==> config.mk <==
export PLATFORM = sky130hd
export DESIGN_NAME = motor_window_fault_monitor_unit
export DESIGN_NICKNAME = d
export VERILOG_FILES = /design/src/rtl/mwfm_pkg.sv /design/src/rtl/mwfm_limits.sv /design/src/rtl/mwfm_window.sv /design/src/rtl/mwfm_track.sv /design/src/rtl/motor_window_fault_monitor_unit.sv
export VERILOG_INCLUDE_DIRS = /design/src /design/src/rtl
export SDC_FILE = /design/constraint.sdc
export NUM_CORES = 1
export LEC_CHECK = 0
export BUFFER_PORTS_ARGS = -buffer_cell sky130_fd_sc_hd__buf_2
export CORE_MARGIN = 4
export CORE_UTILIZATION = 60
export DETAILED_ROUTE_END_ITERATION = 8
export HOLD_SLACK_MARGIN = 0.03
export PLACE_DENSITY = 0.89
export REMOVE_ABC_BUFFERS = 1
export SYNTH_ARGS = -nofsm -noshare
export SYNTH_HDL_FRONTEND = slang
export SYNTH_HIERARCHICAL = 1
export SYNTH_SLANG_ARGS = --single-unit
==> constraint.sdc <==
create_clock -name clk -period 13.4 [get_ports clk]
set_input_delay 1.34 -clock clk [delete_from_list [all_inputs] [get_ports clk]]
set_output_delay 1.34 -clock clk [all_outputs]
set_load 0.01 [all_outputs]
==> src/rtl/motor_window_fault_monitor_unit_macros.svh <==
// Assertion macros for the motor window fault monitor.
// Depends on nothing; users supply clk and rst_n in scope.
`ifndef MOTOR_WINDOW_FAULT_MONITOR_UNIT_MACROS_SVH
`define MOTOR_WINDOW_FAULT_MONITOR_UNIT_MACROS_SVH

// same-cycle implication, reset masked
`define MWFM_ASSERT_NOW(label, ante, cons, msg) \
  label: assert property (@(posedge clk) disable iff (!rst_n) (ante) |-> (cons)) \
    else $error(msg);

// next-cycle implication, reset masked
`define MWFM_ASSERT_NEXT(label, ante, cons, msg) \
  label: assert property (@(posedge clk) disable iff (!rst_n) (ante) |=> (cons)) \
    else $error(msg);

`endif

==> src/rtl/mwfm_pkg.sv <==
// Shared types, constants and helper functions for the motor window fault monitor.
// Depends on nothing.
package mwfm_pkg;

  localparam int SAMPLE_WIDTH_DEF = 16;
  localparam int TIME_W           = 47;
  localparam int CODE_W           = 12;
  localparam int CNT_W            = 32;
  localparam int DIAG_W           = 7;
  localparam int NUM_CH           = 4;
  localparam int NUM_REGS         = 8;
  localparam int REG_IDX_W        = 3;
  localparam int CFG_IDX_W        = 4;

  localparam int CH_TEMP  = 0;
  localparam int CH_VOLT  = 1;
  localparam int CH_CURR  = 2;
  localparam int CH_SPEED = 3;

  localparam logic [CODE_W-1:0] CODE_NONE = 12'd2222;

  localparam int DIAG_OFF       = 0;
  localparam int DIAG_COLD      = 1;
  localparam int DIAG_OVERHEAT  = 2;
  localparam int DIAG_UNDERVOLT = 3;
  localparam int DIAG_OVERVOLT  = 4;
  localparam int DIAG_OVERLOAD  = 5;
  localparam int DIAG_BLOCKED   = 6;

  typedef enum logic [1:0] {
    WIN_OFF  = 2'd0,
    WIN_LOW  = 2'd1,
    WIN_NORM = 2'd2,
    WIN_HIGH = 2'd3
  } win_code_t;

  typedef struct packed {
    win_code_t t;
    win_code_t v;
    win_code_t c;
    win_code_t s;
  } mwfm_codes_t;

  typedef struct packed {
    mwfm_codes_t             codes;
    logic [CODE_W-1:0]       fault_code;
    logic                    in_limits;
    logic                    new_report;
    logic [DIAG_W-1:0]       diagnosis;
    logic [CNT_W-1:0]        normal_total;
    logic [CNT_W-1:0]        fault_total;
    logic [TIME_W-1:0]       fault_time;
  } mwfm_result_t;

  function automatic logic [CODE_W-1:0] pack_code(input mwfm_codes_t cd);
    logic [CODE_W-1:0] sum;
    sum = CODE_W'(cd.t) * CODE_W'(1000) + CODE_W'(cd.v) * CODE_W'(100)
        + CODE_W'(cd.c) * CODE_W'(10) + CODE_W'(cd.s);
    return sum;
  endfunction

  function automatic logic [DIAG_W-1:0] diag_bits(input mwfm_codes_t cd);
    logic [DIAG_W-1:0] d;
    d = '0;
    if (cd.v == WIN_OFF) begin
      d[DIAG_OFF] = 1'b1;
    end else begin
      d[DIAG_COLD]      = (cd.t == WIN_LOW);
      d[DIAG_OVERHEAT]  = (cd.t == WIN_HIGH);
      d[DIAG_UNDERVOLT] = (cd.v == WIN_LOW);
      d[DIAG_OVERVOLT]  = (cd.v == WIN_HIGH);
      d[DIAG_OVERLOAD]  = (cd.c == WIN_HIGH) && (cd.s == WIN_LOW);
      d[DIAG_BLOCKED]   = (cd.c == WIN_HIGH) && (cd.s == WIN_OFF);
    end
    return d;
  endfunction

  function automatic logic [CNT_W-1:0] sat_inc(input logic [CNT_W-1:0] c);
    return (c == '1) ? c : c + CNT_W'(1);
  endfunction

endpackage

==> src/rtl/mwfm_limits.sv <==
// Limit register file: max/min window bounds per channel, written over the cfg port.
// Depends on mwfm_pkg.
module mwfm_limits
  import mwfm_pkg::*;
#(
  parameter int SW = SAMPLE_WIDTH_DEF
) (
  input  logic                 clk,
  input  logic                 rst_n,
  input  logic                 wr_en,
  input  logic [CFG_IDX_W-1:0] wr_index,
  input  logic [SW-1:0]        wr_data,
  output logic signed [SW-1:0] lim_max [NUM_CH],
  output logic signed [SW-1:0] lim_min [NUM_CH]
);

  localparam logic [SW-1:0] TOP_VAL = {1'b0, {(SW-1){1'b1}}};
  localparam logic [SW-1:0] BOT_VAL = {1'b1, {(SW-1){1'b0}}};

  logic [SW-1:0] lim_r [NUM_REGS];
  logic          hit;

  assign hit = wr_en && (wr_index < CFG_IDX_W'(NUM_REGS));

  always_ff @(posedge clk) begin
    if (!rst_n) begin
      for (int i = 0; i < NUM_REGS; i++) begin
        lim_r[i] <= (i % 2 == 0) ? TOP_VAL : BOT_VAL;
      end
    end else if (hit) begin
      lim_r[wr_index[REG_IDX_W-1:0]] <= wr_data;
    end
  end

  // even index holds max, odd index holds min
  for (genvar ch = 0; ch < NUM_CH; ch++) begin : g_out
    assign lim_max[ch] = $signed(lim_r[2*ch]);
    assign lim_min[ch] = $signed(lim_r[2*ch+1]);
  end

endmodule

==> src/rtl/mwfm_window.sv <==
// Window classifier for one channel: off, low, normal or high.
// Depends on mwfm_pkg.
module mwfm_window
  import mwfm_pkg::*;
#(
  parameter int SW = SAMPLE_WIDTH_DEF
) (
  input  logic signed [SW-1:0] sample,
  input  logic signed [SW-1:0] lim_hi,
  input  logic signed [SW-1:0] lim_lo,
  output win_code_t            code
);

  always_comb begin
    if (sample == '0) begin
      code = WIN_OFF;
    end else if (sample > lim_hi) begin
      code = WIN_HIGH;
    end else if (sample < lim_lo) begin
      code = WIN_LOW;
    end else begin
      code = WIN_NORM;
    end
  end

endmodule

==> src/rtl/mwfm_track.sv <==
// Fault tracking and result register: counters, last fault code, diagnosis.
// Depends on mwfm_pkg.
module mwfm_track
  import mwfm_pkg::*;
(
  input  logic               clk,
  input  logic               rst_n,
  input  logic               load,
  input  mwfm_codes_t        codes,
  input  logic [TIME_W-1:0]  sample_time,
  input  logic               out_ready,
  output logic               take,
  output logic               out_valid,
  output mwfm_result_t       res
);

  logic [CNT_W-1:0]  normal_cnt_r, normal_cnt_nxt;
  logic [CNT_W-1:0]  fault_cnt_r, fault_cnt_nxt;
  logic [CODE_W-1:0] last_code_r, last_code_nxt;
  logic              out_valid_r, out_valid_nxt;
  mwfm_result_t      res_r, res_nxt;
  logic [CODE_W-1:0] code;
  logic              ok;
  logic              fresh;

  assign take = !out_valid_r || out_ready;
  assign code = pack_code(codes);
  assign ok   = (codes.t == WIN_NORM) && (codes.v == WIN_NORM)
             && (codes.c == WIN_NORM) && (codes.s == WIN_NORM);
  assign fresh = !ok && (code != last_code_r);

  always_comb begin
    normal_cnt_nxt = normal_cnt_r;
    fault_cnt_nxt  = fault_cnt_r;
    last_code_nxt  = last_code_r;
    if (load) begin
      if (ok) begin
        normal_cnt_nxt = sat_inc(normal_cnt_r);
      end else begin
        fault_cnt_nxt = sat_inc(fault_cnt_r);
      end
      if (fresh) begin
        last_code_nxt = code;
      end
    end

    res_nxt              = res_r;
    res_nxt.codes        = codes;
    res_nxt.fault_code   = code;
    res_nxt.in_limits    = ok;
    res_nxt.new_report   = fresh;
    res_nxt.diagnosis    = ok ? '0 : diag_bits(codes);
    res_nxt.normal_total = normal_cnt_nxt;
    res_nxt.fault_total  = fault_cnt_nxt;
    res_nxt.fault_time   = ok ? '0 : sample_time;

    if (load) begin
      out_valid_nxt = 1'b1;
    end else if (out_ready) begin
      out_valid_nxt = 1'b0;
    end else begin
      out_valid_nxt = out_valid_r;
    end
  end

  always_ff @(posedge clk) begin
    if (!rst_n) begin
      normal_cnt_r <= '0;
      fault_cnt_r  <= '0;
      last_code_r  <= CODE_NONE;
      out_valid_r  <= 1'b0;
    end else begin
      normal_cnt_r <= normal_cnt_nxt;
      fault_cnt_r  <= fault_cnt_nxt;
      last_code_r  <= last_code_nxt;
      out_valid_r  <= out_valid_nxt;
    end
  end

  always_ff @(posedge clk) begin
    if (load) begin
      res_r <= res_nxt;
    end
  end

  assign out_valid = out_valid_r;
  assign res       = res_r;

endmodule

==> src/rtl/motor_window_fault_monitor_unit.sv <==
// Top level of the motor window fault monitor.
// Depends on mwfm_pkg, mwfm_limits, mwfm_window, mwfm_track and the macros header.
//
// Takes one sample word per clock and returns one result word per sample, in order.
// A word passes an input register and then a result register before its result
// is offered; a stall can hold it in either. Throughput is one word per cycle, limited
// only by out_ready, which reaches in_ready in the same cycle. Limits are written
// through the cfg port (index 0..7: temp max/min, volt, curr, speed); indexes
// above 7 are ignored. Write them only while no word is in flight.
`include "motor_window_fault_monitor_unit_macros.svh"

module motor_window_fault_monitor_unit
  import mwfm_pkg::*;
#(
  parameter int SAMPLE_WIDTH = SAMPLE_WIDTH_DEF
) (
  input  logic                           clk,
  input  logic                           rst_n,
  input  logic                           in_valid,
  output logic                           in_ready,
  input  logic [TIME_W-1:0]              in_sample_time,
  input  logic signed [SAMPLE_WIDTH-1:0] in_temperature,
  input  logic signed [SAMPLE_WIDTH-1:0] in_voltage,
  input  logic signed [SAMPLE_WIDTH-1:0] in_current,
  input  logic signed [SAMPLE_WIDTH-1:0] in_speed,
  output logic                           out_valid,
  input  logic                           out_ready,
  output logic [1:0]                     out_temp_code,
  output logic [1:0]                     out_volt_code,
  output logic [1:0]                     out_curr_code,
  output logic [1:0]                     out_speed_code,
  output logic [CODE_W-1:0]              out_fault_code,
  output logic                           out_in_limits,
  output logic                           out_new_report,
  output logic [DIAG_W-1:0]              out_diagnosis,
  output logic [CNT_W-1:0]               out_normal_total,
  output logic [CNT_W-1:0]               out_fault_total,
  output logic [TIME_W-1:0]              out_fault_time,
  input  logic                           cfg_valid,
  output logic                           cfg_ready,
  input  logic [CFG_IDX_W-1:0]           cfg_index,
  input  logic [SAMPLE_WIDTH-1:0]        cfg_data
);

  localparam int SW = SAMPLE_WIDTH;

  logic                 s1_valid_r, s1_valid_nxt;
  logic [TIME_W-1:0]    s1_time_r;
  logic signed [SW-1:0] s1_smp_r [NUM_CH];
  logic signed [SW-1:0] lim_max [NUM_CH];
  logic signed [SW-1:0] lim_min [NUM_CH];
  win_code_t            ch_code [NUM_CH];
  mwfm_codes_t          codes;
  mwfm_result_t         res;
  logic                 take;
  logic                 s1_adv;
  logic                 in_fire;

  assign cfg_ready = 1'b1;
  assign s1_adv    = s1_valid_r && take;
  assign in_ready  = !s1_valid_r || take;
  assign in_fire   = in_valid && in_ready;

  always_comb begin
    if (in_fire) begin
      s1_valid_nxt = 1'b1;
    end else if (s1_adv) begin
      s1_valid_nxt = 1'b0;
    end else begin
      s1_valid_nxt = s1_valid_r;
    end
  end

  always_ff @(posedge clk) begin
    if (!rst_n) begin
      s1_valid_r <= 1'b0;
    end else begin
      s1_valid_r <= s1_valid_nxt;
    end
  end

  always_ff @(posedge clk) begin
    if (in_fire) begin
      s1_time_r          <= in_sample_time;
      s1_smp_r[CH_TEMP]  <= in_temperature;
      s1_smp_r[CH_VOLT]  <= in_voltage;
      s1_smp_r[CH_CURR]  <= in_current;
      s1_smp_r[CH_SPEED] <= in_speed;
    end
  end

  mwfm_limits #(.SW(SW)) u_limits (
    .clk      (clk),
    .rst_n    (rst_n),
    .wr_en    (cfg_valid && cfg_ready),
    .wr_index (cfg_index),
    .wr_data  (cfg_data),
    .lim_max  (lim_max),
    .lim_min  (lim_min)
  );

  for (genvar ch = 0; ch < NUM_CH; ch++) begin : g_win
    mwfm_window #(.SW(SW)) u_window (
      .sample (s1_smp_r[ch]),
      .lim_hi (lim_max[ch]),
      .lim_lo (lim_min[ch]),
      .code   (ch_code[ch])
    );
  end

  assign codes.t = ch_code[CH_TEMP];
  assign codes.v = ch_code[CH_VOLT];
  assign codes.c = ch_code[CH_CURR];
  assign codes.s = ch_code[CH_SPEED];

  mwfm_track u_track (
    .clk         (clk),
    .rst_n       (rst_n),
    .load        (s1_adv),
    .codes       (codes),
    .sample_time (s1_time_r),
    .out_ready   (out_ready),
    .take        (take),
    .out_valid   (out_valid),
    .res         (res)
  );

  assign out_temp_code    = res.codes.t;
  assign out_volt_code    = res.codes.v;
  assign out_curr_code    = res.codes.c;
  assign out_speed_code   = res.codes.s;
  assign out_fault_code   = res.fault_code;
  assign out_in_limits    = res.in_limits;
  assign out_new_report   = res.new_report;
  assign out_diagnosis    = res.diagnosis;
  assign out_normal_total = res.normal_total;
  assign out_fault_total  = res.fault_total;
  assign out_fault_time   = res.fault_time;

  `MWFM_ASSERT_NOW(a_limits_clean, out_valid && out_in_limits, (out_fault_code == CODE_NONE) && !out_new_report && (out_fault_time == '0), "in-limit result carries fault fields")
  `MWFM_ASSERT_NOW(a_limits_no_diag, out_valid && out_in_limits, out_diagnosis == '0, "in-limit result has diagnosis bits")
  `MWFM_ASSERT_NEXT(a_held_item, s1_valid_r && !take, s1_valid_r, "stalled sample dropped from input register")
  `MWFM_ASSERT_NEXT(a_no_phantom, out_valid && out_ready && !s1_valid_r, !out_valid, "result appeared with no sample behind it")

endmodule

## Word-level counts from Yosys, hierarchy flattened

Memory sizes are Yosys's and may differ from the RTL's.
Index checks and enable logic that the tools add are counted.

- Multiply operators: 3
- Bitwise logic cells: 0
- Add/subtract/negate cells: 5
- Reductions and logical operators: 25
- Divide/modulo/power cells: 0
- Shift operators: 0
- Magnitude comparators: 9
- Muxes and demuxes: 32
- Equal/unequal tests: 13

Operator list:

| kind | count |
|---|---|
| 2-to-1 mux 32 bit | 6 |
| adder 32 x 1 -> 32 bit (second input constant) | 2 |
| == test 32 bit (second input constant) | 2 |
| > comparator 16 bit | 4 |
| zero test 16 bit | 4 |
| less-than comparator 16 bit | 4 |
| 2-to-1 mux 2 bit | 12 |
| 2-to-1 mux 16 bit | 1 |
| OR reduction 16 bit | 1 |
| == test 2 bit (second input constant) | 7 |
| adder 12 x 2 -> 12 bit | 1 |
| adder 12 x 6 -> 12 bit | 1 |
| adder 12 x 9 -> 12 bit | 1 |
| 2-to-1 mux 1 bit | 12 |
| inequality test 12 bit | 1 |
| logical AND 1 bit | 9 |
| multiplier 2 x 7 -> 9 bit (second input constant) | 1 |
| multiplier 2 x 5 -> 7 bit (second input constant) | 1 |
| == test 2 x 1 -> 1 bit (second input constant) | 3 |
| multiplier 2 x 3 -> 5 bit (second input constant) | 1 |
| zero test 2 bit | 2 |
| less-than comparator 4 bit (second input constant) | 1 |
| nonzero test 2 bit | 2 |
| zero test 1 bit | 3 |
| other kinds (4) | 5 |

- Input bits: 136
- Output and inout bits: 143
- Memory bits (read-only): 0
- Memories: 2
- Register bits: 265
- RAM bits: 192
- Word-level logic and storage cells: 107
- Bits in latches: 0

Memories:

| name | words | width | read ports | clocked after Yosys merged registers in | write ports | RTL line | text |
|---|---|---|---|---|---|---|---|
| u_limits.lim_r | 8 | 16 | 8 | 0 | 8 | mwfm_limits.sv:20 | `logic [SW-1:0] lim_r [NUM_REGS];` |
| s1_smp_r | 4 | 16 | 4 | 0 | 4 | motor_window_fault_monitor_unit.sv:49 | `logic signed [SW-1:0] s1_smp_r [NUM_CH];` |

## Logic depth before layout (Yosys ltp)

Gate-level depths: netlist (run 1).
An unclocked memory read counts as a cell.

- Word-level depth: 12
- Gate-level depth with buffers: 22
- Mapped depth without buffers: 21

## Modules after synthesis

Netlist (run 1), hierarchy kept.

Modules (own cells, without submodules):

| module | cells an instance | seq. area each (um^2) | area an instance (um^2) | instances |
|---|---|---|---|---|
| mwfm_track | 723 | 5715.5 | 9201.3 | 1 |
| mwfm_limits | 313 | 3843.7 | 4843.4 | 1 |
| mwfm_window | 125 | 0.0 | 874.6 | 4 |
| motor_window_fault_monitor_unit | 119 | 3353.2 | 3409.5 | 1 |

## Worst setup path after synthesis (run 1)

No wires, ideal clock.

- Kind: reg2reg
- From: memory s1_smp_r[0][15] (netlist name)
- To: register u_track.last_code_r[2]
- Clock period less this slack: 5132 ps
- Path buffers: 1
- Data required time: 13280 ps
- Slack: 8268 ps
- Library setup time: 120 ps
- Data arrival time: 5012 ps
- Cell stages (with the launch flop): 20
- Cell sequence: edfxtp_1 -> ha_1 -> nand4_1 -> nor4_2 -> o21ai_1 -> nand4b_1 -> o211ai_1 -> a21boi_1 -> inv_1 -> ha_1 -> ha_1 -> ha_1 -> and3_1 -> a221oi_4 -> xnor2_1 -> o21ai_1 -> or4_4 -> buf_6 -> o311a_1 -> a211o_1

RTL lines:

| what | RTL line | text |
|---|---|---|
| from (decl) | motor_window_fault_monitor_unit.sv:49 |  |
| to (signal assigned) | mwfm_track.sv:75 | `last_code_r <= last_code_nxt;` |
| to (decl) | mwfm_track.sv:19 | `logic [CODE_W-1:0] last_code_r, last_code_nxt;` |

==> metrics.sh, run 1 <==
SETUP.WORST_PATH.CLASS='flop to flop'
MAX-CLOCK-PATH-BUFFERS=3
PERIOD_NEEDED_NS=5.90
GR-TOTAL-OVERFLOW=0
INITIAL_UTILIZATION_PCT=60.8
CLKSINKCOUNT=456
POST_ROUTE_CELLS_DRIVE_ABOVE_1_SHARE_PCT=20.1
FIRSTDRTPASSITERS=5
TIGHTESTPINTRANSITION_NS=1.22
CTS_SETUP_BUFFERS=0
FIRST_GLOBAL_VIAS=14200
DETAIL_ROUTE.WL_PER_CELL_UM=20.6
SYNTH_REGISTER_BITS=456
TIMING.CRITICAL_PATH.TO_TYPE='flop'
DP_HPWL_UM=36500
SEQ_POWER_SHARE_PCT=49.0
CLK_PIN_SLEW_NS=0.06
NETSWITCHINGPOWER_W=0.000847
SHARE_OF_FLIP_FLOPS_WITH_AN_ASYNCHRONOUS_SET_OR_RESET_AFTER_SYNTHESIS_PCT=0
POSTCTSHOLDBUFS=0
GRT_USE_TOTAL_PCT=25.7
PATH_MAX_FANOUT=13
PLACEABLECOREAREA_UM2=34500
SETUP_TOTAL_NEGATIVE_SLACK_NS=0
SYNTHESIS.YOSYS.WARNINGS=6
GRT_PASS1_WL_UM=77200
MAX_CLOCK_FREQ_GHz=0.170
FINAL.FILL_COUNT=2272
HOLD_VIO_CNT_FINAL=0
TRITONCTS='built'
GRT.MET1_USAGE_PCT=33.8
MAXIMUM_IR_DROP_ON_THE_VDD_RAIL_mV=0.0941
DRC_ERRORS=0
CP_DATA_REQUIRED_TIME_NS=13.81
VIAS=14200
CLOCK_POWER_SHARE_PCT=36.9
POWER.COMBINATIONAL.FRACTION_PCT=14.1
HTREEDEPTH=2
FINAL_CELL_COUNT_NO_FILL=2437
MAX-SLEW-MARGIN-REL_PCT=18.8
CTS-BUFFERS-INSERTED=46
GRT_START_MAX_NET_PINS=91
AREAGROWTHSYNTHTOFINISH_PCT=16.1
DIE_HEIGHT_UM=195
MEAN_POST_SYNTH_CELL_AREA_UM2=12.7
DESIGN.FINAL.NETS=2236
SYNTHESIS.AREA_UM2=21000
GLOBAL_ROUTE.USAGE.MET3_PCT=5.34
IOS=279
SYNTH_EDF_COUNT=378
GRTUSAGEMET2_PCT=43.0
MIN-DELAY-PATH-CLASS='flop to flop'
CRIT_PATH_DAT_NS=6.30
FINAL_NUMBER_OF_MAX_TRANSITION_VIOLATIONS=0
FINALPOWER_W=0.00339
DESIGN_AREA_UM2=24300
NUMPLACEDINSTANCES=2351
DRT_ANTENNA_NET_COUNT=0
LEAKAGE_POWER_nW=9.96
ROOT_BUFFER='sky130_fd_sc_hd__clkbuf_16'
PLACEMENT_ROWS=68
DISTINCT_CELL_TYPE_COUNT_AFTER_SYNTHESIS=69
GLOBALPLACE.CONGESTION=0.911
DIE_W_UM=195
VIA_PER_INST=5.82
POWER.SHARE.SWITCHING_PCT=25.0
STATUS='complete, no violations'
DETAIL_ROUTE.WIRELENGTH_UM=50300
POSTPLACECELLAREA_UM2=22800
DRTITER0DRC=1143
CRITPATHLAUNCHTYPE='flop'
SETUP_VIOL=0
POWER.DENSITY_nW_PER_UM2=139
FIN_CRIT_SH_PCT=44.0
CAP_VIOLATIONS=0
CLOCK_INSERTION_DELAY_WORST_SKEW_NS=0.55
GRT_SETUP_UNREPAIRED='no'
YS_SEQ_AREA_SHARE_PCT=61.6
FINISH.UTILIZATION_PCT=70.6
GLOBALROUTE.BUSIESTLAYER='met2'
CTS_RESIZED=0
DIEAREA_UM2=38000
SYNTHCELLS=1655
GRT_ANTENNA_BEFORE_REPAIR=3
NUMPORTBUFFERS=277
INTERNAL_POWER_W=0.00255
LAYOUT_SKEW_NS=0.0294
SYNTHFLOPTYPE='sky130_fd_sc_hd__edfxtp_1'
==> state kept, by name, indices dropped and copies added, names as in the netlist <==
| signal | cells |
|---|---|
| u_track/normal_cnt_r | 32 |
| s1_valid_r | 1 |
| u_track/out_valid | 1 |
| u_track/fault_cnt_r | 32 |
| u_track/res | 139 |
| u_limits/lim_r | 128 |
| s1_smp_r | 64 |
| s1_time_r | 47 |
| u_track/last_code_r | 12 |
==> layout by cell type, fill, tap and decap left out, types with 18 or more instances in the layout <==
cell type                   Yosys  routed
sky130_fd_sc_hd__ha_1         153     153
sky130_fd_sc_hd__buf_2          9     277
sky130_fd_sc_hd__nor2_1        48      47
sky130_fd_sc_hd__inv_1        173     173
sky130_fd_sc_hd__xnor2_1       49      49
sky130_fd_sc_hd__and4_1        18      18
sky130_fd_sc_hd__nor4_1        25      25
sky130_fd_sc_hd__nand4_1       35      35
sky130_fd_sc_hd__edfxtp_1     378     378
sky130_fd_sc_hd__dfxtp_1       78      78
sky130_fd_sc_hd__a21oi_1       39      39
sky130_fd_sc_hd__nor3_1        79      79
sky130_fd_sc_hd__buf_4          4      19
sky130_fd_sc_hd__clkbuf_16      0      47
sky130_fd_sc_hd__nand3_1       37      37
sky130_fd_sc_hd__xor2_1        31      31
sky130_fd_sc_hd__nor2b_1       51      51
sky130_fd_sc_hd__or3_1         66      66
sky130_fd_sc_hd__o21ai_0       29      21
sky130_fd_sc_hd__and2_1        66      66
sky130_fd_sc_hd__nand2_1       73      73
==> critical path, cell delays in order (launching register included) <==
cell and delay [ns]:
sky130_fd_sc_hd__edfxtp_1 0.43, sky130_fd_sc_hd__ha_1 0.38, sky130_fd_sc_hd__nand4_1 0.17, sky130_fd_sc_hd__nor4_2 0.35, sky130_fd_sc_hd__o21ai_1 0.16, sky130_fd_sc_hd__nand4b_1 0.15
sky130_fd_sc_hd__o211ai_1 0.10, sky130_fd_sc_hd__a21boi_1 0.38, sky130_fd_sc_hd__inv_1 0.21, sky130_fd_sc_hd__ha_1 0.33, sky130_fd_sc_hd__ha_1 0.27, sky130_fd_sc_hd__ha_1 0.41
sky130_fd_sc_hd__and3_1 0.22, sky130_fd_sc_hd__a221oi_4 0.39, sky130_fd_sc_hd__mux2_2 0.22, sky130_fd_sc_hd__nor2_1 0.06, sky130_fd_sc_hd__xnor2_1 0.85, sky130_fd_sc_hd__nor4_1 0.09
sky130_fd_sc_hd__or4_1 0.57
==> Yosys cell counts (5+ instances only) <==
library cell / count / area (um2)
sky130_fd_sc_hd__a211o_1: 9 / 78.8
sky130_fd_sc_hd__a211oi_1: 12 / 90.1
sky130_fd_sc_hd__a21o_1: 9 / 67.6
sky130_fd_sc_hd__a21oi_1: 39 / 195
sky130_fd_sc_hd__a31oi_1: 5 / 31.3
sky130_fd_sc_hd__and2_1: 66 / 413
sky130_fd_sc_hd__and3_1: 17 / 106
sky130_fd_sc_hd__and4_1: 18 / 158
sky130_fd_sc_hd__buf_2: 9 / 45.0
sky130_fd_sc_hd__clkbuf_1: 40 / 150
sky130_fd_sc_hd__dfxtp_1: 78 / 1560
sky130_fd_sc_hd__edfxtp_1: 378 / 11400
sky130_fd_sc_hd__ha_1: 153 / 1910
sky130_fd_sc_hd__inv_1: 173 / 649
sky130_fd_sc_hd__nand2_1: 73 / 274
sky130_fd_sc_hd__nand2b_1: 11 / 68.8
sky130_fd_sc_hd__nand3_1: 37 / 185
sky130_fd_sc_hd__nand4_1: 35 / 219
sky130_fd_sc_hd__nand4b_1: 8 / 70.1
sky130_fd_sc_hd__nor2_1: 48 / 180
sky130_fd_sc_hd__nor2b_1: 51 / 319
sky130_fd_sc_hd__nor3_1: 79 / 395
sky130_fd_sc_hd__nor3b_1: 7 / 52.6
sky130_fd_sc_hd__nor4_1: 25 / 156
sky130_fd_sc_hd__o211ai_1: 7 / 52.6
sky130_fd_sc_hd__o21a_1: 6 / 45.0
sky130_fd_sc_hd__o21ai_0: 29 / 145
sky130_fd_sc_hd__o21ai_1: 6 / 30.0
sky130_fd_sc_hd__o22ai_1: 5 / 31.3
sky130_fd_sc_hd__o311a_1: 5 / 50.1
sky130_fd_sc_hd__or3_1: 66 / 413
sky130_fd_sc_hd__or4_1: 8 / 60.1
sky130_fd_sc_hd__xnor2_1: 49 / 429
sky130_fd_sc_hd__xor2_1: 31 / 272
==> worst paths after layout <==
kind	from	endpoint	slack, ns	cells past startpoint
worst max-delay path	s1_smp_r[1][15]	u_track/last_code_r[0]	7.50	18
worst min-delay path	u_track/last_code_r[11]	u_track/last_code_r[11]	0.50	2
worst max register to register	s1_smp_r[1][15]	u_track/last_code_r[0]	7.50	18
worst min register to register	u_track/last_code_r[11]	u_track/last_code_r[11]	0.50	2
==> metal layers <==
layer  routed length, um  share of wire, %
met4                1690               3.4
met3                4860               9.7
met2               24200                48
met5                  32             0.064
met1               19500                39
==> cell type report <==
| type | count | area, um2 | area share [%] |
|---|---|---|---|
| tap | 455 | 569 | 2.34 |
| inverter | 174 | 653 | 2.68 |
| clock buffer | 62 | 1250 | 5.15 |
| timing repair buffer | 297 | 1540 | 6.35 |
| clock inverter | 22 | 236 | 0.972 |
| multi-input combinational | 970 | 7160 | 29.4 |
| sequential | 456 | 12900 | 53.1 |
| antenna | 1 | 2.50 | 0.0103 |
==> through the flow <==
step                      worst slack [ns]  hold slack, ns
after floorplan                       7.75           0.456
after global placement                7.84           0.472
after detailed placement              7.57           0.491
after CTS                             7.58           0.498
after global routing                  7.15           0.517
final                                 7.50           0.496
==> power by group through the flow <==
| stage | registers [W] | logic [W] | clock network (W) |
|---|---|---|---|
| 2_1_floorplan | 0.00169 | 0.000299 | 0 |
| 3_3_place_gp | 0.00169 | 0.000449 | 0 |
| 3_5_place_dp | 0.00169 | 0.000471 | 0 |
| 4_1_cts | 0.00166 | 0.000474 | 0.00127 |
| 5_1_grt | 0.00167 | 0.000523 | 0.00134 |
| 6_report | 0.00166 | 0.000478 | 0.00125 |
==> cell families after synthesis <==
family	synth area share (%)
AOI/OAI and AO/OA	5.43
xor gates and xnor gates	3.45
adders and majority gates	9.33
buffers and inverters	4.26
DFF	61.6
muxes	0.161
other	0.0179
and+or+nand+nor	15.7
No activity file was read; power rests on OpenSTA's default activity.
==> run 2: changes to the inputs <==
--- a/config.mk
+++ b/config.mk
@@ -8,10 +8,10 @@
 export LEC_CHECK = 0
 export BUFFER_PORTS_ARGS = -buffer_cell sky130_fd_sc_hd__buf_2
 export CORE_MARGIN = 4
-export CORE_UTILIZATION = 60
+export CORE_UTILIZATION = 52
 export DETAILED_ROUTE_END_ITERATION = 8
 export HOLD_SLACK_MARGIN = 0.03
-export PLACE_DENSITY = 0.89
+export PLACE_DENSITY = 0.82
 export REMOVE_ABC_BUFFERS = 1
 export SYNTH_ARGS = -nofsm -noshare
 export SYNTH_HDL_FRONTEND = slang
==> constraint.sdc (replaced) <==
create_clock -name clk -period 5 [get_ports clk]
set_input_delay 0.5 -clock clk [delete_from_list [all_inputs] [get_ports clk]]
set_output_delay 0.5 -clock clk [all_outputs]
set_load 0.01 [all_outputs]
==> metrics.sh, run 2 (synthesized netlist as in run 1, its figures left out) <==
STATUS='finished with violations'
VIOLATED_CHECKS='negative setup slack'
MAX_CLOCK_FREQ_GHz=0.193
POST_ROUTE_CELLS_DRIVE_ABOVE_1_SHARE_PCT=26.1
GRT_SETUP_UNREPAIRED='yes'
GRT_USE_TOTAL_PCT=23.4
FINAL.FILL_COUNT=2882
VIA_PER_INST=5.58
CLK_PIN_SLEW_NS=0.06
PATH_MAX_FANOUT=7
CRITICAL_PATH.REG2REG.STARTPOINT='s1_smp_r[2][13]'
NETSWITCHINGPOWER_W=0.00250
PLACEABLECOREAREA_UM2=39800
PLACEMENT_ROWS=73
TIGHTESTPINTRANSITION_NS=1.00
HOLD_VIO_CNT_FINAL=0
INITIAL_UTILIZATION_PCT=52.6
GRT_PASS1_WL_UM=80800
AREAGROWTHSYNTHTOFINISH_PCT=22.1
FINISH.UTILIZATION_PCT=64.2
VIAS=14500
CP_DATA_REQUIRED_TIME_NS=5.52
NUMPORTBUFFERS=277
IOS=279
POWER.COMBINATIONAL.FRACTION_PCT=17.1
FINALWORSTSETUPSLACK_NS=-0.169
GLOBALROUTE.BUSIESTLAYER='met2'
ROOT_BUFFER='sky130_fd_sc_hd__clkbuf_16'
CRITICAL_PATH.REG2REG.ENDPOINT='u_track/last_code_r[8]'
DETAIL_ROUTE.WL_PER_CELL_UM=20.2
WORST_HOLD_STARTPOINT='in_current[11]'
DIE_W_UM=209
CLOCK_POWER_SHARE_PCT=37.3
PERIOD_NEEDED_NS=5.17
MAXIMUM_IR_DROP_ON_THE_VDD_RAIL_mV=0.303
LAYOUT.CELLS.MOST_COMMON='sky130_fd_sc_hd__edfxtp_1'
WORST_R2R_PATH_DEPTH=18
MAX-CLOCK-PATH-BUFFERS=3
GRT_START_MAX_NET_PINS=82
SETUP.WORST_PATH.CLASS='flop to flop'
GRT.MET1_USAGE_PCT=30.1
TIMING.CRITICAL_PATH.TO_TYPE='flop'
FIRSTDRTPASSITERS=5
COMMONEST_CELLS_AFTER_ROUTING_FILL_AND_TAPS_ASIDE='378 x sky130_fd_sc_hd__edfxtp_1, 277 x sky130_fd_sc_hd__buf_2, 168 x sky130_fd_sc_hd__inv_1'
POWER.DENSITY_nW_PER_UM2=382
DP_HPWL_UM=37600
SEQ_POWER_SHARE_PCT=45.6
GLOBALPLACE.CONGESTION=0.884
MULTIINPUTGATEAREA_UM2=7500
SETUP_TOTAL_NEGATIVE_SLACK_NS=-0.922
AREA.SEQUENTIAL_UM2=12900
GLOBAL_ROUTE.USAGE.MET3_PCT=4.38
LEAKAGE_POWER_nW=10.5
HOLD_END='s1_smp_r[2][11]'
CTS-BUFFERS-INSERTED=47
CRITPATHLAUNCHTYPE='flop'
DRC_ERRORS=0
GR-TOTAL-OVERFLOW=0
POWER.SHARE.SWITCHING_PCT=25.6
FINAL_NUMBER_OF_MAX_TRANSITION_VIOLATIONS=0
INTERNAL_POWER_W=0.00726
HTREEDEPTH=2
MAX-SLEW-MARGIN-REL_PCT=33.1
DRT_ANTENNA_NET_COUNT=0
LARGEST_REGISTER_FFS=139
CLOCK_INSERTION_DELAY_WORST_SKEW_NS=0.58
DETAIL_ROUTE.WIRELENGTH_UM=52600
POSTCTSHOLDBUFS=0
TRITONCTS='built'
SETUP_VIOL=11
MIN_PATH_CELLS=1
LAYOUT_SKEW_NS=0.0184
TIMING.REG2REG.SETUP_SLACK_NS=-0.17
MIN-DELAY-PATH-CLASS='input pin to flop'
GRT_ANTENNA_BEFORE_REPAIR=2
DRTITER0DRC=995
CAP_VIOLATIONS=0
CRIT_PATH_DAT_NS=5.69
FINALPOWER_W=0.00976
CLKSINKCOUNT=456
DIE_HEIGHT_UM=209
GRTUSAGEMET2_PCT=41.0
FIRST_GLOBAL_VIAS=14700
DIEAREA_UM2=43600
FIN_CRIT_SH_PCT=103
DESIGN.FINAL.NETS=2331
-- run 2: final cells by class --
| type | instances | share of cell area (%) |
|---|---|---|
| sequential | 456 | 50.5 |
| multi-input combinational | 970 | 29.3 |
| timing repair buffer | 391 | 8.81 |
| clock buffer | 57 | 4.86 |
| tap | 525 | 2.57 |
| inverter | 174 | 2.55 |
| clock inverter | 31 | 1.40 |
| antenna | 1 | 0.00978 |
-- run 2: power groups by stage --
stage	Sequential (W)	Combinational, W	Clock [W]
floorplan	0.00454	0.000802	0
global placement	0.00453	0.00142	0
detailed placement	0.00453	0.00146	0
CTS	0.00445	0.00157	0.00371
global route	0.00447	0.00181	0.00388
finish	0.00446	0.00167	0.00364
-- run 2: worst max path at each step --
stage | startpoint | end | slack [ns] | cells after the start
global placement | s1_smp_r[1][13] | u_track/last_code_r[3] | -0.07 | 17
detailed placement | s1_smp_r[1][15] | u_track/last_code_r[5] | -0.22 | 17
global route | s1_smp_r[0][4] | u_track/last_code_r[8] | -0.34 | 18
CTS | s1_smp_r[1][14] | u_track/last_code_r[8] | 0.004 | 19
finish | s1_smp_r[2][13] | u_track/last_code_r[8] | -0.17 | 18
floorplan | s1_smp_r[0][15] | u_track/res[52] | -0.65 | 15
-- run 2: per-layer routing --
layer	vias up	wire length, um	part of all wire, %
met5	-	0	0
met1	7045	21000	40
met3	97	3810	7.2
met4	0	1520	2.9
met2	605	26200	50
li1	6783	-	-
-- run 2: what timing repair did --
item | 4_1_cts | 5_1_grt
endpoints found under the hold margin | 0 | 0
resized for setup | 31 | 23
setup buffers | 17 | 5
pin swaps | 30 | 37
endpoints found under the setup margin | 11 | 11
-- run 2: worst max-delay path, stage by stage, from the launching register on --
cell                        delay (ns)
sky130_fd_sc_hd__edfxtp_1         0.41
sky130_fd_sc_hd__buf_4            0.16
sky130_fd_sc_hd__ha_1             0.29
sky130_fd_sc_hd__nand2_1          0.09
sky130_fd_sc_hd__or4_1            0.52
sky130_fd_sc_hd__nand4_1          0.13
sky130_fd_sc_hd__o22ai_2          0.10
sky130_fd_sc_hd__a21boi_2         0.23
sky130_fd_sc_hd__buf_4            0.16
sky130_fd_sc_hd__ha_1             0.23
sky130_fd_sc_hd__ha_1             0.24
sky130_fd_sc_hd__fa_2             0.61
sky130_fd_sc_hd__xor2_2           0.09
sky130_fd_sc_hd__a2111oi_4        0.34
sky130_fd_sc_hd__nand4_1          0.17
sky130_fd_sc_hd__or4_4            0.62
sky130_fd_sc_hd__buf_6            0.17
sky130_fd_sc_hd__or4_1            0.46
sky130_fd_sc_hd__nand3_1          0.08
-- run 2: metrics by stage --
| stage | area (um2) | hold WS [ns] | std cells | setup WS (ns) |
|---|---|---|---|---|
| 2_1_floorplan | 20700 | 0.456 | 1600 | -0.648 |
| 3_3_place_gp | 23500 | 0.473 | 2494 | -0.0662 |
| 3_5_place_dp | 23500 | 0.483 | 2494 | -0.218 |
| 4_1_cts | 25400 | 0.0586 | 2599 | 0.00372 |
| 5_1_grt | 25600 | 0.0584 | 2604 | -0.336 |
| 6_report | 25600 | 0.0871 | 2605 | -0.169 |
==> run 3: changes to the inputs <==
--- a/config.mk
+++ b/config.mk
@@ -7,12 +7,12 @@
 export NUM_CORES = 1
 export LEC_CHECK = 0
 export BUFFER_PORTS_ARGS = -buffer_cell sky130_fd_sc_hd__buf_2
-export CORE_MARGIN = 4
 export CORE_UTILIZATION = 52
 export DETAILED_ROUTE_END_ITERATION = 8
 export HOLD_SLACK_MARGIN = 0.03
 export PLACE_DENSITY = 0.82
 export REMOVE_ABC_BUFFERS = 1
+export SKIP_CTS_REPAIR_TIMING = 1
 export SYNTH_ARGS = -nofsm -noshare
 export SYNTH_HDL_FRONTEND = slang
 export SYNTH_HIERARCHICAL = 1
==> metrics.sh, run 3 (synthesized netlist as in run 1, its figures left out) <==
STATUS='finished with violations'
VIOLATED_CHECKS='negative setup slack'
WORST_HOLD_STARTPOINT='in_current[0]'
SETUP_VIOL=10
COMMONEST_CELLS_AFTER_ROUTING_FILL_AND_TAPS_ASIDE='378 x sky130_fd_sc_hd__edfxtp_1, 277 x sky130_fd_sc_hd__buf_2, 169 x sky130_fd_sc_hd__inv_1'
AREAGROWTHSYNTHTOFINISH_PCT=20.4
PLACEABLECOREAREA_UM2=39700
MAX-CLOCK-PATH-BUFFERS=3
DP_HPWL_UM=36600
DESIGN.FINAL.NETS=2311
CLKSINKCOUNT=456
MAXIMUM_IR_DROP_ON_THE_VDD_RAIL_mV=0.288
CPLARGESTDELAYFAMILY='simple AND/OR/NAND/NOR gates'
MIN-DELAY-PATH-CLASS='input pin to flop'
LARGEST_REGISTER_FFS=139
LAYOUT_SKEW_NS=0.0333
WORST-PATH-BUF-INV=4
DRT_ANTENNA_NET_COUNT=0
TIMING.CRITICAL_PATH.TO_TYPE='flop'
SLOWEST_DELAY_NS=0.59
FIN_CRIT_SH_PCT=104
CRITPATHLAUNCHTYPE='flop'
PERIOD_NEEDED_NS=5.22
SETUP_TOTAL_NEGATIVE_SLACK_NS=-1.22
LEAKAGE_POWER_nW=10.4
TIGHTESTPINTRANSITION_NS=0.849
CAP_VIOLATIONS=0
DIE_HEIGHT_UM=203
GRT_SETUP_UNREPAIRED='yes'
NETSWITCHINGPOWER_W=0.00245
LAYOUT.CELLS.MOST_COMMON='sky130_fd_sc_hd__edfxtp_1'
GLOBALPLACE.CONGESTION=0.928
SEQ_POWER_SHARE_PCT=46.8
DRTITER0DRC=1081
CLOCK_POWER_SHARE_PCT=35.6
CRITICAL_PATH.REG2REG.ENDPOINT='u_track/last_code_r[8]'
NUMPLACEDINSTANCES=2479
FINALWORSTSETUPSLACK_NS=-0.223
MAX_CLOCK_FREQ_GHz=0.191
GR-TOTAL-OVERFLOW=0
WORST_R2R_PATH_DEPTH=20
N_ANTENNA_CELL=0
CRIT_CHAIN='ha_4 -> nand4_1 -> nor4_2 -> o21ai_1 -> buf_4 -> nand4b_1 -> o211a_1 -> o21a_1 -> inv_1 -> ha_1 -> ha_1 -> ha_4 -> buf_6 -> a221oi_4 -> buf_4 -> or3b_2 -> nand4_1 -> or4_4 -> or4_4 -> nand3_2'
MULTIINPUTGATEAREA_UM2=7390
DRC_ERRORS=0
WORST_SLACK_PLACED_NS=-0.192
INTERNAL_POWER_W=0.00706
FINAL.FILL_COUNT=2914
POWER.DENSITY_nW_PER_UM2=377
CP_DATA_REQUIRED_TIME_NS=5.51
CLK_PIN_SLEW_NS=0.06
GRT_ANTENNA_BEFORE_REPAIR=3
DETAIL_ROUTE.WIRELENGTH_UM=51200
POWER.SHARE.SWITCHING_PCT=25.8
TRITONCTS='built'
CLOCK_INSERTION_DELAY_WORST_SKEW_NS=0.59
CRITICAL_PATH.REG2REG.STARTPOINT='s1_smp_r[1][14]'
FINISH.UTILIZATION_PCT=63.5
NUMPORTBUFFERS=277
CTS-BUFFERS-INSERTED=47
DIE_W_UM=203
VIAS=14500
INITIAL_UTILIZATION_PCT=52.7
MIN_PATH_CELLS=1
FINAL_CELL_COUNT_NO_FILL=2584
HOLD_VIO_CNT_FINAL=0
HOLD_END='s1_smp_r[2][0]'
PATH_MAX_FANOUT=7
GRT_START_MAX_NET_PINS=86
PLACEMENT_ROWS=73
TIMING.REG2REG.SETUP_SLACK_NS=-0.22
CP_SLOWEST_CELL='sky130_fd_sc_hd__or4_4'
FIRSTDRTPASSITERS=5
GRT_PASS1_WL_UM=79100
FINALHOLDWORSTSLACK_NS=0.0861
VIA_PER_INST=5.63
FIRST_GLOBAL_VIAS=14700
GRT_USE_TOTAL_PCT=24.9
FINAL_NUMBER_OF_MAX_TRANSITION_VIOLATIONS=0
MAX-SLEW-MARGIN-REL_PCT=43.2
CRIT_PATH_DAT_NS=5.73
AREA.SEQUENTIAL_UM2=12900
POST_ROUTE_CELLS_DRIVE_ABOVE_1_SHARE_PCT=24.6
ROOT_BUFFER='sky130_fd_sc_hd__clkbuf_16'
IOS=279
POWER.COMBINATIONAL.FRACTION_PCT=17.5
DETAIL_ROUTE.WL_PER_CELL_UM=19.8
SETUP.WORST_PATH.CLASS='flop to flop'
DIEAREA_UM2=41100
HTREEDEPTH=2
-- run 3: cell count changes in the layout (fill, tap and decap cells not counted), moves of 3 or more --
cell                        change
sky130_fd_sc_hd__buf_4         -24
sky130_fd_sc_hd__ha_1           +9
sky130_fd_sc_hd__ha_4           -9
sky130_fd_sc_hd__bufinv_16      -4
sky130_fd_sc_hd__clkbuf_1       +4
sky130_fd_sc_hd__clkinv_2       +3
sky130_fd_sc_hd__inv_6          -3
-- run 3: power by group through the flow --
stage,sequential (W),combinational [W],clock [W]
floorplan,0.00454,0.000802,0
global placement,0.00452,0.00137,0
detailed placement,0.00453,0.00142,0
CTS,0.00445,0.00143,0.00345
global route,0.00447,0.00180,0.00359
finish,0.00445,0.00167,0.00339
-- run 3: worst max-delay path by stage --
stage                             endpoint  slack, ns  depth (start not counted)       startpoint
floorplan                  u_track/res[52]      -0.65                         15  s1_smp_r[0][15]
global placement    u_track/last_code_r[5]      -0.07                         18  s1_smp_r[1][14]
detailed placement  u_track/last_code_r[0]      -0.19                         18  s1_smp_r[1][14]
CTS                 u_track/last_code_r[0]      -0.24                         18  s1_smp_r[1][14]
global route        u_track/last_code_r[8]      -0.37                         20  s1_smp_r[1][14]
finish              u_track/last_code_r[8]      -0.22                         20  s1_smp_r[1][14]
-- run 3: area by class of cell --
type                            instances  area share, %
Clock buffer                           62           5.04
Clock inverter                         26          0.868
Inverter                              174           2.59
Multi-Input combinational cell        971           29.3
Sequential cell                       456           51.2
Tap cell                              525           2.60
Timing Repair Buffer                  370           8.39
-- run 3: worst register-to-register path, cell delays in order (launching register included) --
cell and delay (ns):
sky130_fd_sc_hd__edfxtp_1 0.48, sky130_fd_sc_hd__ha_4 0.32, sky130_fd_sc_hd__nand4_1 0.15, sky130_fd_sc_hd__nor4_2 0.38, sky130_fd_sc_hd__o21ai_1 0.15, sky130_fd_sc_hd__buf_4 0.16, sky130_fd_sc_hd__nand4b_1 0.10, sky130_fd_sc_hd__o211a_1 0.17
sky130_fd_sc_hd__o21a_1 0.13, sky130_fd_sc_hd__inv_1 0.07, sky130_fd_sc_hd__ha_1 0.31, sky130_fd_sc_hd__ha_1 0.32, sky130_fd_sc_hd__ha_4 0.24, sky130_fd_sc_hd__buf_6 0.13, sky130_fd_sc_hd__a221oi_4 0.36, sky130_fd_sc_hd__buf_4 0.18
sky130_fd_sc_hd__or3b_2 0.11, sky130_fd_sc_hd__nand4_1 0.16, sky130_fd_sc_hd__or4_4 0.59, sky130_fd_sc_hd__or4_4 0.57, sky130_fd_sc_hd__nand3_2 0.09
-- run 3: routing by layer --
layer | part of all wire (%) | GRT usage, % | wire [um] | vias to the layer above
li1 | - | - | - | 6738
met1 | 39 | 30.3 | 19700 | 6985
met2 | 49 | 43.0 | 25200 | 670
met3 | 8.3 | 5.52 | 4250 | 147
met4 | 3.9 | 9.69 | 1990 | 4
met5 | 0.037 | 0 | 19 | -
-- run 3: per-stage QoR --
stage | total power, W | cell area (um2)
2_1_floorplan | 0.00534 | 20700
3_3_place_gp | 0.00589 | 23300
3_5_place_dp | 0.00595 | 23300
4_1_cts | 0.00933 | 24800
5_1_grt | 0.00986 | 25200
6_report | 0.00951 | 25200
